**src/sdf_pkg.sv**
```systemverilog
package sdf_pkg;

  // Sync pair that opens every frame.
  localparam logic [7:0] SYNC_FIRST  = 8'hFF;
  localparam logic [7:0] SYNC_SECOND = 8'hBB;

  // Frame geometry. Positions count from the first sync byte.
  localparam logic [15:0] HEADER_LEN   = 16'd6;
  localparam logic [15:0] POS_HDR_BASE = 16'd2;
  localparam logic [15:0] POS_LEN_LOW  = 16'd5;

  // Index of the final result in a header burst.
  localparam logic [2:0] BURST_LAST = 3'd5;

  // Default depth of the command queue between front and back.
  localparam int QUEUE_DEPTH = 4;

  // Kind of work the back end has to do for one queued command.
  typedef enum logic [1:0] {
    KIND_BODY,
    KIND_HEADER,
    KIND_DROP
  } sdf_kind_e;

  // One queued command. A header command carries frame bytes 2 to 4 in held
  // and byte 5 in data; a body command carries its byte in data.
  typedef struct packed {
    sdf_kind_e        kind;
    logic             last;
    logic [7:0]       data;
    logic [2:0][7:0]  held;
  } sdf_cmd_t;

  // Fill status of the command queue.
  typedef struct packed {
    logic full;
    logic empty;
  } sdf_qstat_t;

endpackage

```
**src/sync_length_deframer.sv**
```systemverilog
// Channel  | Handshake              | Beat contents
// ---------+------------------------+-----------------------------------
// in       | in_valid_i / in_stall_o | in_byte_i
// out      | out_valid_o / out_stall_i | out_byte_o, out_last_o, out_drop_o
//
// One input beat is taken per cycle while the command queue has room.
// A header command gives six output beats, one per unstalled cycle; body bytes
// and drop markers give one beat each, so the output register sets the rate.
// The queue depth sets how long the input keeps flowing during a burst.
// Reset is asynchronous and active low; it clears the hunt state, the queue
// pointers and the output valid. The input stalls only when the queue is full.

module sync_length_deframer #(
  parameter int QueueDepth = sdf_pkg::QUEUE_DEPTH
) (
  input  logic       clk_i,
  input  logic       rst_ni,
  input  logic       in_valid_i,
  output logic       in_stall_o,
  input  logic [7:0] in_byte_i,
  output logic       out_valid_o,
  input  logic       out_stall_i,
  output logic [7:0] out_byte_o,
  output logic       out_last_o,
  output logic       out_drop_o
);

  // The front end hunts for the sync pair, gathers the header and turns
  // each meaningful beat into a command. Bytes before a sync produce none.
  sdf_pkg::sdf_cmd_t   push_cmd;
  sdf_pkg::sdf_cmd_t   head_cmd;
  sdf_pkg::sdf_qstat_t q_stat;
  logic                push;
  logic                pop;

  sdf_front u_front (
    .clk_i      (clk_i),
    .rst_ni     (rst_ni),
    .in_valid_i (in_valid_i),
    .in_byte_i  (in_byte_i),
    .q_stat_i   (q_stat),
    .in_stall_o (in_stall_o),
    .push_o     (push),
    .cmd_o      (push_cmd)
  );

  // The queue lets the front keep taking beats while the back end replays
  // a header burst or waits on a stalled output.
  sdf_fifo #(
    .Depth (QueueDepth)
  ) u_fifo (
    .clk_i  (clk_i),
    .rst_ni (rst_ni),
    .push_i (push),
    .cmd_i  (push_cmd),
    .pop_i  (pop),
    .head_o (head_cmd),
    .stat_o (q_stat)
  );

  // The back end walks each command into output beats through a registered
  // output stage.
  sdf_back u_back (
    .clk_i       (clk_i),
    .rst_ni      (rst_ni),
    .head_i      (head_cmd),
    .q_stat_i    (q_stat),
    .pop_o       (pop),
    .out_stall_i (out_stall_i),
    .out_valid_o (out_valid_o),
    .out_byte_o  (out_byte_o),
    .out_last_o  (out_last_o),
    .out_drop_o  (out_drop_o)
  );

endmodule

```
**src/sdf_front.sv**
```systemverilog
module sdf_front (
  input  logic              clk_i,
  input  logic              rst_ni,
  input  logic              in_valid_i,
  input  logic [7:0]        in_byte_i,
  input  sdf_pkg::sdf_qstat_t q_stat_i,
  output logic              in_stall_o,
  output logic              push_o,
  output sdf_pkg::sdf_cmd_t cmd_o
);

  typedef enum logic [1:0] {
    PH_HUNT,
    PH_SYNC1,
    PH_HEADER,
    PH_BODY
  } phase_e;

  phase_e          phase_q, phase_d;
  logic [15:0]     pos_q, pos_d;
  logic [15:0]     total_q, total_d;
  logic [2:0][7:0] held_q;
  logic            held_we;
  logic [1:0]      held_idx;
  logic            accept;
  logic [15:0]     hdr_off;
  logic [16:0]     pos_next;

  // Every byte waits while the queue is full, whether it makes a command or not.
  assign in_stall_o = q_stat_i.full;
  assign accept     = in_valid_i && !q_stat_i.full;
  assign hdr_off    = pos_q - sdf_pkg::POS_HDR_BASE;
  assign held_idx   = hdr_off[1:0];
  assign pos_next   = {1'b0, pos_q} + 17'd1;

  always_comb begin
    phase_d      = phase_q;
    pos_d        = pos_q;
    total_d      = total_q;
    held_we      = 1'b0;
    push_o       = 1'b0;
    cmd_o.kind   = sdf_pkg::KIND_BODY;
    cmd_o.last   = 1'b0;
    cmd_o.data   = in_byte_i;
    cmd_o.held   = held_q;
    if (accept) begin
      case (phase_q)
        PH_HUNT: begin
          if (in_byte_i == sdf_pkg::SYNC_FIRST) begin
            phase_d = PH_SYNC1;
          end
        end
        PH_SYNC1: begin
          if (in_byte_i == sdf_pkg::SYNC_SECOND) begin
            phase_d = PH_HEADER;
            pos_d   = sdf_pkg::POS_HDR_BASE;
          end else if (in_byte_i != sdf_pkg::SYNC_FIRST) begin
            phase_d = PH_HUNT;
          end
        end
        PH_HEADER: begin
          if (pos_q < sdf_pkg::POS_LEN_LOW) begin
            held_we = 1'b1;
            pos_d   = pos_next[15:0];
          end else begin
            total_d = {held_q[2], in_byte_i};
            push_o  = 1'b1;
            if (total_d < sdf_pkg::HEADER_LEN) begin
              cmd_o.kind = sdf_pkg::KIND_DROP;
              phase_d    = PH_HUNT;
              pos_d      = '0;
            end else begin
              cmd_o.kind = sdf_pkg::KIND_HEADER;
              cmd_o.last = (total_d == sdf_pkg::HEADER_LEN);
              if (total_d == sdf_pkg::HEADER_LEN) begin
                phase_d = PH_HUNT;
                pos_d   = '0;
              end else begin
                phase_d = PH_BODY;
                pos_d   = sdf_pkg::HEADER_LEN;
              end
            end
          end
        end
        PH_BODY: begin
          push_o     = 1'b1;
          cmd_o.kind = sdf_pkg::KIND_BODY;
          cmd_o.last = (pos_next >= {1'b0, total_q});
          if (cmd_o.last) begin
            phase_d = PH_HUNT;
            pos_d   = '0;
          end else begin
            pos_d   = pos_next[15:0];
          end
        end
        default: begin
          phase_d = PH_HUNT;
        end
      endcase
    end
  end

  always_ff @(posedge clk_i or negedge rst_ni) begin
    if (!rst_ni) begin
      phase_q <= PH_HUNT;
      pos_q   <= '0;
      total_q <= '0;
    end else begin
      phase_q <= phase_d;
      pos_q   <= pos_d;
      total_q <= total_d;
    end
  end

  // Header bytes are written before they are read, so they need no reset.
  always_ff @(posedge clk_i) begin
    if (held_we) begin
      held_q[held_idx] <= in_byte_i;
    end
  end

endmodule

```
**src/sdf_fifo.sv**
```systemverilog
module sdf_fifo #(
  parameter int Depth = sdf_pkg::QUEUE_DEPTH
) (
  input  logic                clk_i,
  input  logic                rst_ni,
  input  logic                push_i,
  input  sdf_pkg::sdf_cmd_t   cmd_i,
  input  logic                pop_i,
  output sdf_pkg::sdf_cmd_t   head_o,
  output sdf_pkg::sdf_qstat_t stat_o
);

  localparam int AW = (Depth > 1) ? $clog2(Depth) : 1;
  localparam int CW = $clog2(Depth + 1);

  sdf_pkg::sdf_cmd_t slots_q [Depth];
  logic [AW-1:0]     wr_ptr_q, rd_ptr_q;
  logic [CW-1:0]     count_q;
  logic              do_push, do_pop;

  assign stat_o.full  = (count_q == CW'(Depth));
  assign stat_o.empty = (count_q == '0);
  assign do_push      = push_i && !stat_o.full;
  assign do_pop       = pop_i && !stat_o.empty;
  assign head_o       = slots_q[rd_ptr_q];

  always_ff @(posedge clk_i) begin
    if (do_push) begin
      slots_q[wr_ptr_q] <= cmd_i;
    end
  end

  always_ff @(posedge clk_i or negedge rst_ni) begin
    if (!rst_ni) begin
      wr_ptr_q <= '0;
      rd_ptr_q <= '0;
      count_q  <= '0;
    end else begin
      if (do_push) begin
        wr_ptr_q <= (wr_ptr_q == AW'(Depth - 1)) ? '0 : wr_ptr_q + AW'(1);
      end
      if (do_pop) begin
        rd_ptr_q <= (rd_ptr_q == AW'(Depth - 1)) ? '0 : rd_ptr_q + AW'(1);
      end
      if (do_push && !do_pop) begin
        count_q <= count_q + CW'(1);
      end else if (do_pop && !do_push) begin
        count_q <= count_q - CW'(1);
      end
    end
  end

`ifndef SYNTH
  a_no_push_when_full: assert property (@(posedge clk_i) disable iff (!rst_ni)
    push_i |-> !stat_o.full)
    else $error("command pushed into a full queue");

  a_count_bound: assert property (@(posedge clk_i) disable iff (!rst_ni)
    count_q <= CW'(Depth))
    else $error("queue count beyond depth");
`endif

endmodule

```
**src/sdf_back.sv**
```systemverilog
module sdf_back (
  input  logic                clk_i,
  input  logic                rst_ni,
  input  sdf_pkg::sdf_cmd_t   head_i,
  input  sdf_pkg::sdf_qstat_t q_stat_i,
  output logic                pop_o,
  input  logic                out_stall_i,
  output logic                out_valid_o,
  output logic [7:0]          out_byte_o,
  output logic                out_last_o,
  output logic                out_drop_o
);

  logic [2:0] idx_q, idx_d;
  logic       load_en;
  logic       final_beat;
  logic [7:0] res_byte;
  logic       res_last;
  logic       res_drop;
  logic       valid_q;
  logic [7:0] byte_q;
  logic       last_q, drop_q;

  assign load_en = !valid_q || !out_stall_i;

  always_comb begin
    res_byte   = head_i.data;
    res_last   = head_i.last;
    res_drop   = 1'b0;
    final_beat = 1'b1;
    case (head_i.kind)
      sdf_pkg::KIND_HEADER: begin
        final_beat = (idx_q == sdf_pkg::BURST_LAST);
        res_last   = head_i.last && final_beat;
        case (idx_q)
          3'd0:    res_byte = sdf_pkg::SYNC_FIRST;
          3'd1:    res_byte = sdf_pkg::SYNC_SECOND;
          3'd2:    res_byte = head_i.held[0];
          3'd3:    res_byte = head_i.held[1];
          3'd4:    res_byte = head_i.held[2];
          default: res_byte = head_i.data;
        endcase
      end
      sdf_pkg::KIND_DROP: begin
        res_byte = '0;
        res_last = 1'b0;
        res_drop = 1'b1;
      end
      default: begin
        res_byte = head_i.data;
      end
    endcase
  end

  assign pop_o = load_en && !q_stat_i.empty && final_beat;

  always_comb begin
    idx_d = idx_q;
    if (load_en && !q_stat_i.empty) begin
      idx_d = final_beat ? '0 : idx_q + 3'd1;
    end
  end

  always_ff @(posedge clk_i or negedge rst_ni) begin
    if (!rst_ni) begin
      valid_q <= 1'b0;
      idx_q   <= '0;
    end else begin
      idx_q <= idx_d;
      if (load_en) begin
        valid_q <= !q_stat_i.empty;
      end
    end
  end

  always_ff @(posedge clk_i) begin
    if (load_en) begin
      byte_q <= res_byte;
      last_q <= res_last;
      drop_q <= res_drop;
    end
  end

  assign out_valid_o = valid_q;
  assign out_byte_o  = byte_q;
  assign out_last_o  = last_q;
  assign out_drop_o  = drop_q;

`ifndef SYNTH
  a_drop_shape: assert property (@(posedge clk_i) disable iff (!rst_ni)
    (out_valid_o && out_drop_o) |-> (!out_last_o && out_byte_o == 8'd0))
    else $error("drop marker carries data or last");

  a_burst_owner: assert property (@(posedge clk_i) disable iff (!rst_ni)
    (idx_q != 3'd0) |-> (!q_stat_i.empty && head_i.kind == sdf_pkg::KIND_HEADER))
    else $error("burst index advanced without a header command at the head");

  a_idx_bound: assert property (@(posedge clk_i) disable iff (!rst_ni)
    idx_q <= sdf_pkg::BURST_LAST)
    else $error("burst index beyond the header length");
`endif

endmodule

```
**config.mk**
```make
export PLATFORM = sky130hd
export DESIGN_NAME = sync_length_deframer
export DESIGN_NICKNAME = d
export VERILOG_FILES = /design/src/sdf_pkg.sv /design/src/sync_length_deframer.sv /design/src/sdf_front.sv /design/src/sdf_fifo.sv /design/src/sdf_back.sv
export SDC_FILE = /design/constraint.sdc
export NUM_CORES = 1
export LEC_CHECK = 0
export CAP_MARGIN = 15
export CORE_MARGIN = 1.5
export CORE_UTILIZATION = 45
export DETAILED_ROUTE_END_ITERATION = 6
export DONT_BUFFER_PORTS = 1
export GPL_TIMING_DRIVEN = 0
export PLACE_DENSITY = 0.59
export SETUP_SLACK_MARGIN = 0.15
export SYNTH_ARGS = -nofsm -noshare
export SYNTH_HDL_FRONTEND = slang
export SYNTH_SLANG_ARGS = --single-unit
```
**constraint.sdc**
```tcl
create_clock -name clk_i -period 3.4 [get_ports clk_i]
set_input_delay 0.17 -clock clk_i [delete_from_list [all_inputs] [get_ports clk_i]]
set_output_delay 0.17 -clock clk_i [all_outputs]
set_load 0.03 [all_outputs]
```
==> results by group <==
CTS
  – CTS buffer count: 24
  – # H-tree levels: 1
  – Clock Path Buffers: 3
  – CTS root buffer: clkbuf_16
  – Reg clk slew, reported paths: approximately 0.06 ns
  – CTS tree: built
  – Clk sinks: 219
  – Clock latency on the worst-skew pair: 0.52 ns

Worst setup path
  – Worst-path maximum fanout: 4
  – Worst Setup Start Kind: flip-flop
  – Worst path cell trace: nand4_1, or4_4, and2b_1, xnor2_2, inv_2, ha_4, nand3_4, nor3_4, a31oi_2, and4_4, a21oi_4, o21ai_1, mux2_2
  – Worst path required time: 3.79 ns
  – Slowest stage delay, CP: 0.56 ns
  – Slowest CP cell: or4_4
  – CP Capture Type: flip-flop
  – Worst Setup Path Type: flip-flop to flip-flop
  – Crit path arrival time: 3.56 ns
  – R2R Setup Slk: 0.23 ns

Timing
  – Relative slew margins: between 50 and 60%
  – Slew @ Worst Pin: 0.7374 ns
  – Max Slew Vio Count: 0
  – RSZ-0062 raised after global routing: yes
  – Final min period: 3.170 ns
  – Final hold slack: 0.04675 ns
  – Setup_tns: 0 ns
  – FMAX: between 300 and 400 MHz
  – Tcrit/Tclk final: 93.24%
  – Worst Clk Skew: 0.02199 ns
  – Setup Viol. Count Final: 0
  – Fin. Hold Viols: 0

Synth
  – Mux cell area share after synthesis: 10.76%
  – Flops & latches, synth: 219
  – Main combinational cell family by area after synthesis: multiplexers
  – Post-synth EDFFs: 174
  – Syn Std Cell Area: between 9000 and 10000 um^2
  – Ys flop type: edfxtp_1
  – Synth area leaders: edfxtp_1 (55%), dfrtp_1 (12%), mux4_2 (8.4%)
  – Most common cell in the netlist: edfxtp_1
  – XOR/XNOR Fraction of Synth Area: 1.488%
  – Share of the yosys chip area belonging to registers: 67.46%
  – Syn Inst Count: slightly above 600
  – Unique masters post-synth: 50
  – Top-area cell type share of the netlist area: 55.50%
  – Post-synth top cells: edfxtp_1 (174), dfrtp_1 (45), inv_1 (44), nand2_1 (42), mux4_2 (35)
  – Post-Syn Area per Cell: 15.54 um^2
  – Yosys warnings: 0
  – Post-synth top area cell: edfxtp_1
  – Synthesized Nets: 652
  – Synth Area in Simple Gates: 7.814%
  – Async SR Flop Fraction: 20.55%
  – Post-synthesis compound-gate area fraction: 5.050%
  – Adder-Cell Fraction of Synth Area: under 10%

Global route
  – Pin count of the biggest net entering global routing: 46
  – GR Util All Layers: 19.46%
  – Total gr overflow: 0
  – Vias in the first global route: 5478
  – First-pass GRT wire length: 31620 um
  – Initial antenna violation count: 1

Die
  – Die height: ~150 um
  – Die area: 21800 um^2
  – Chip width: 147.6 um
  – Row count: between 50 and 60
  – # IOs: 24
  – Initial Util: between 40% and 50%
  – Core area: between 20000 and 25000 um^2

Detailed routing
  – Vias: 5257
  – Drc violations: 0
  – First-pass DRT Iterations: 4
  – Detailed Route WL: 20710 um
  – Routed Antenna Nets: 0
  – Wire per inst: about 22 um
  – DR vias/cell: between 5 and 6
  – Initial drt markers: 328

Place
  – Post-place instance area: 9838 um^2
  – Dpl hpwl: ~13000 um
  – IO buf count: 0
  – GPL Wtd Cong: 0.8899

Status
  – Status: completed

Run
  – Max-cap violations: 0

Final layout
  – Cell area after layout: 11140 um^2
  – Area Growth Syn to Fin: 18.31%
  – Share of layout cells above drive strength 1: 24.53%
  – Final Util: 54.70%
  – Total Nets Final: a little over 700

Pwr
  – P_leak: between 4 and 5 nW
  – Power Dens Cells: 639.1 nW/um^2
  – Worst vdd ir: 0.4222 mV

Min path
  – Hold Path Class: input pin to flip-flop
worst max-delay path: cells and delay by family, from the launching register on:
family | cells | cell delay (ns)
compound gates | 3 | 0.41
simple gates | 6 | 1.49
fa+ha+maj | 1 | 0.29
mux | 1 | 0.26
xor+xnor | 1 | 0.13
flops | 1 | 0.41
buf+inv | 1 | 0.07
per-stage QoR:
step | power, mW | worst slack, ns | std cells
after CTS | 7.159 | 0.1766 | 942
after global routing | 7.407 | 0.1154 | 955
final | 7.120 | 0.2298 | 956
after floorplan | 4.163 | 0.2310 | 606
after global placement | 4.443 | -0.3920 | 876
after detailed placement | 4.477 | -0.4676 | 880
per-layer routing:
metal  global-route usage (%)  up-vias  wire (um)
met5                        0        -          0
met4                    6.400        0        664
met3                    3.951       49       1296
met2                    33.32      140      10350
met1                    24.86     2650       8396
li1                         -     2418          -
registers in the layout (all words and copies together) (netlist names):
| register | count |
|---|---|
| u_back.idx_q | 3 |
| u_back.out_last_o | 1 |
| u_fifo.rd_ptr_q | 2 |
| u_back.out_byte_o | 8 |
| u_fifo.wr_ptr_q | 2 |
| u_fifo.slots_q | 140 |
| u_back.out_drop_o | 1 |
| u_front.phase_q | 2 |
| u_fifo.count_q | 3 |
| u_front.cmd_o | 24 |
| u_front.total_q | 16 |
| u_back.out_valid_o | 1 |
| u_front.pos_q | 16 |
cell type report:
| cell class | instances | area, um^2 |
|---|---|---|
| multi-input cells | 324 | 2975 |
| inverters | 45 | 171.4 |
| plain buffers | 18 | 153.9 |
| clock buffers | 38 | 703.2 |
| well taps | 270 | 337.8 |
| diodes | 1 | 2.502 |
| fillers | 1608 | 9225 |
| clock inverters | 6 | 78.83 |
| repair buffers | 35 | 360.3 |
| flip-flops and latches | 219 | 6356 |
where the power goes:
part	switching (mW)	internal, mW
combinational	0.689	0.679
clock	1.02	1.50
sequential	0.206	3.02
path summary, 6_finish.rpt:
| path | start | endpoint | cells past startpoint |
|---|---|---|---|
| worst max-delay path | u_front.pos_q[7] | u_front.pos_q[9] | 13 |
| worst min-delay path | in_byte_i[2] | u_front.phase_q[1] | 4 |
| worst max register to register | u_front.pos_q[7] | u_front.pos_q[9] | 13 |
| worst min register to register | u_front.cmd_o[8] | u_fifo.slots_q[0][8] | 0 |
| max in group asynchronous | rst_ni | u_front.pos_q[5] | 2 |
| min in group asynchronous | rst_ni | u_back.idx_q[0] | 2 |
cells by family after synthesis:
logic type / count (synthesis)
DFF: 219
and+or+nand+nor: 143
AOI/OAI and AO/OA: 76
buffers and inverters: 63
muxes: 55
adders and majority gates: 34
xor gates and xnor gates: 16
what timing repair did:
item                                   in CTS  in global routing
setup endpoints to repair                  30                 23
gates resized for setup                    28                 24
pin swaps                                   3                 13
endpoints found under the hold margin     112                  0
hold buffers                               12                  0
buffers inserted                            6                 13
cells in the final DEF, fill, tap and decap left out, types with 4 or more instances in the layout:
cell type and count:
a31oi_1 14, nand4_1 5, nor4_1 5, and3_1 11, xor2_1 6, edfxtp_1 174
clkbuf_16 24, nor3_4 4, clkbuf_1 16, ha_4 5, buf_4 21, nor2_1 30
buf_12 7, mux2_2 20, dfrtp_1 41, clkbuf_8 5, nand3_1 7, nand2_1 42
dlygate4sd3_1 11, ha_1 27, and2_2 4, nor3_1 8, xnor2_1 7, mux4_2 35
o21ai_0 21, o21ai_1 4, dfrtp_2 4, and2_1 5, inv_1 42, a21oi_1 17
Power figures use the tool's default switching activity.
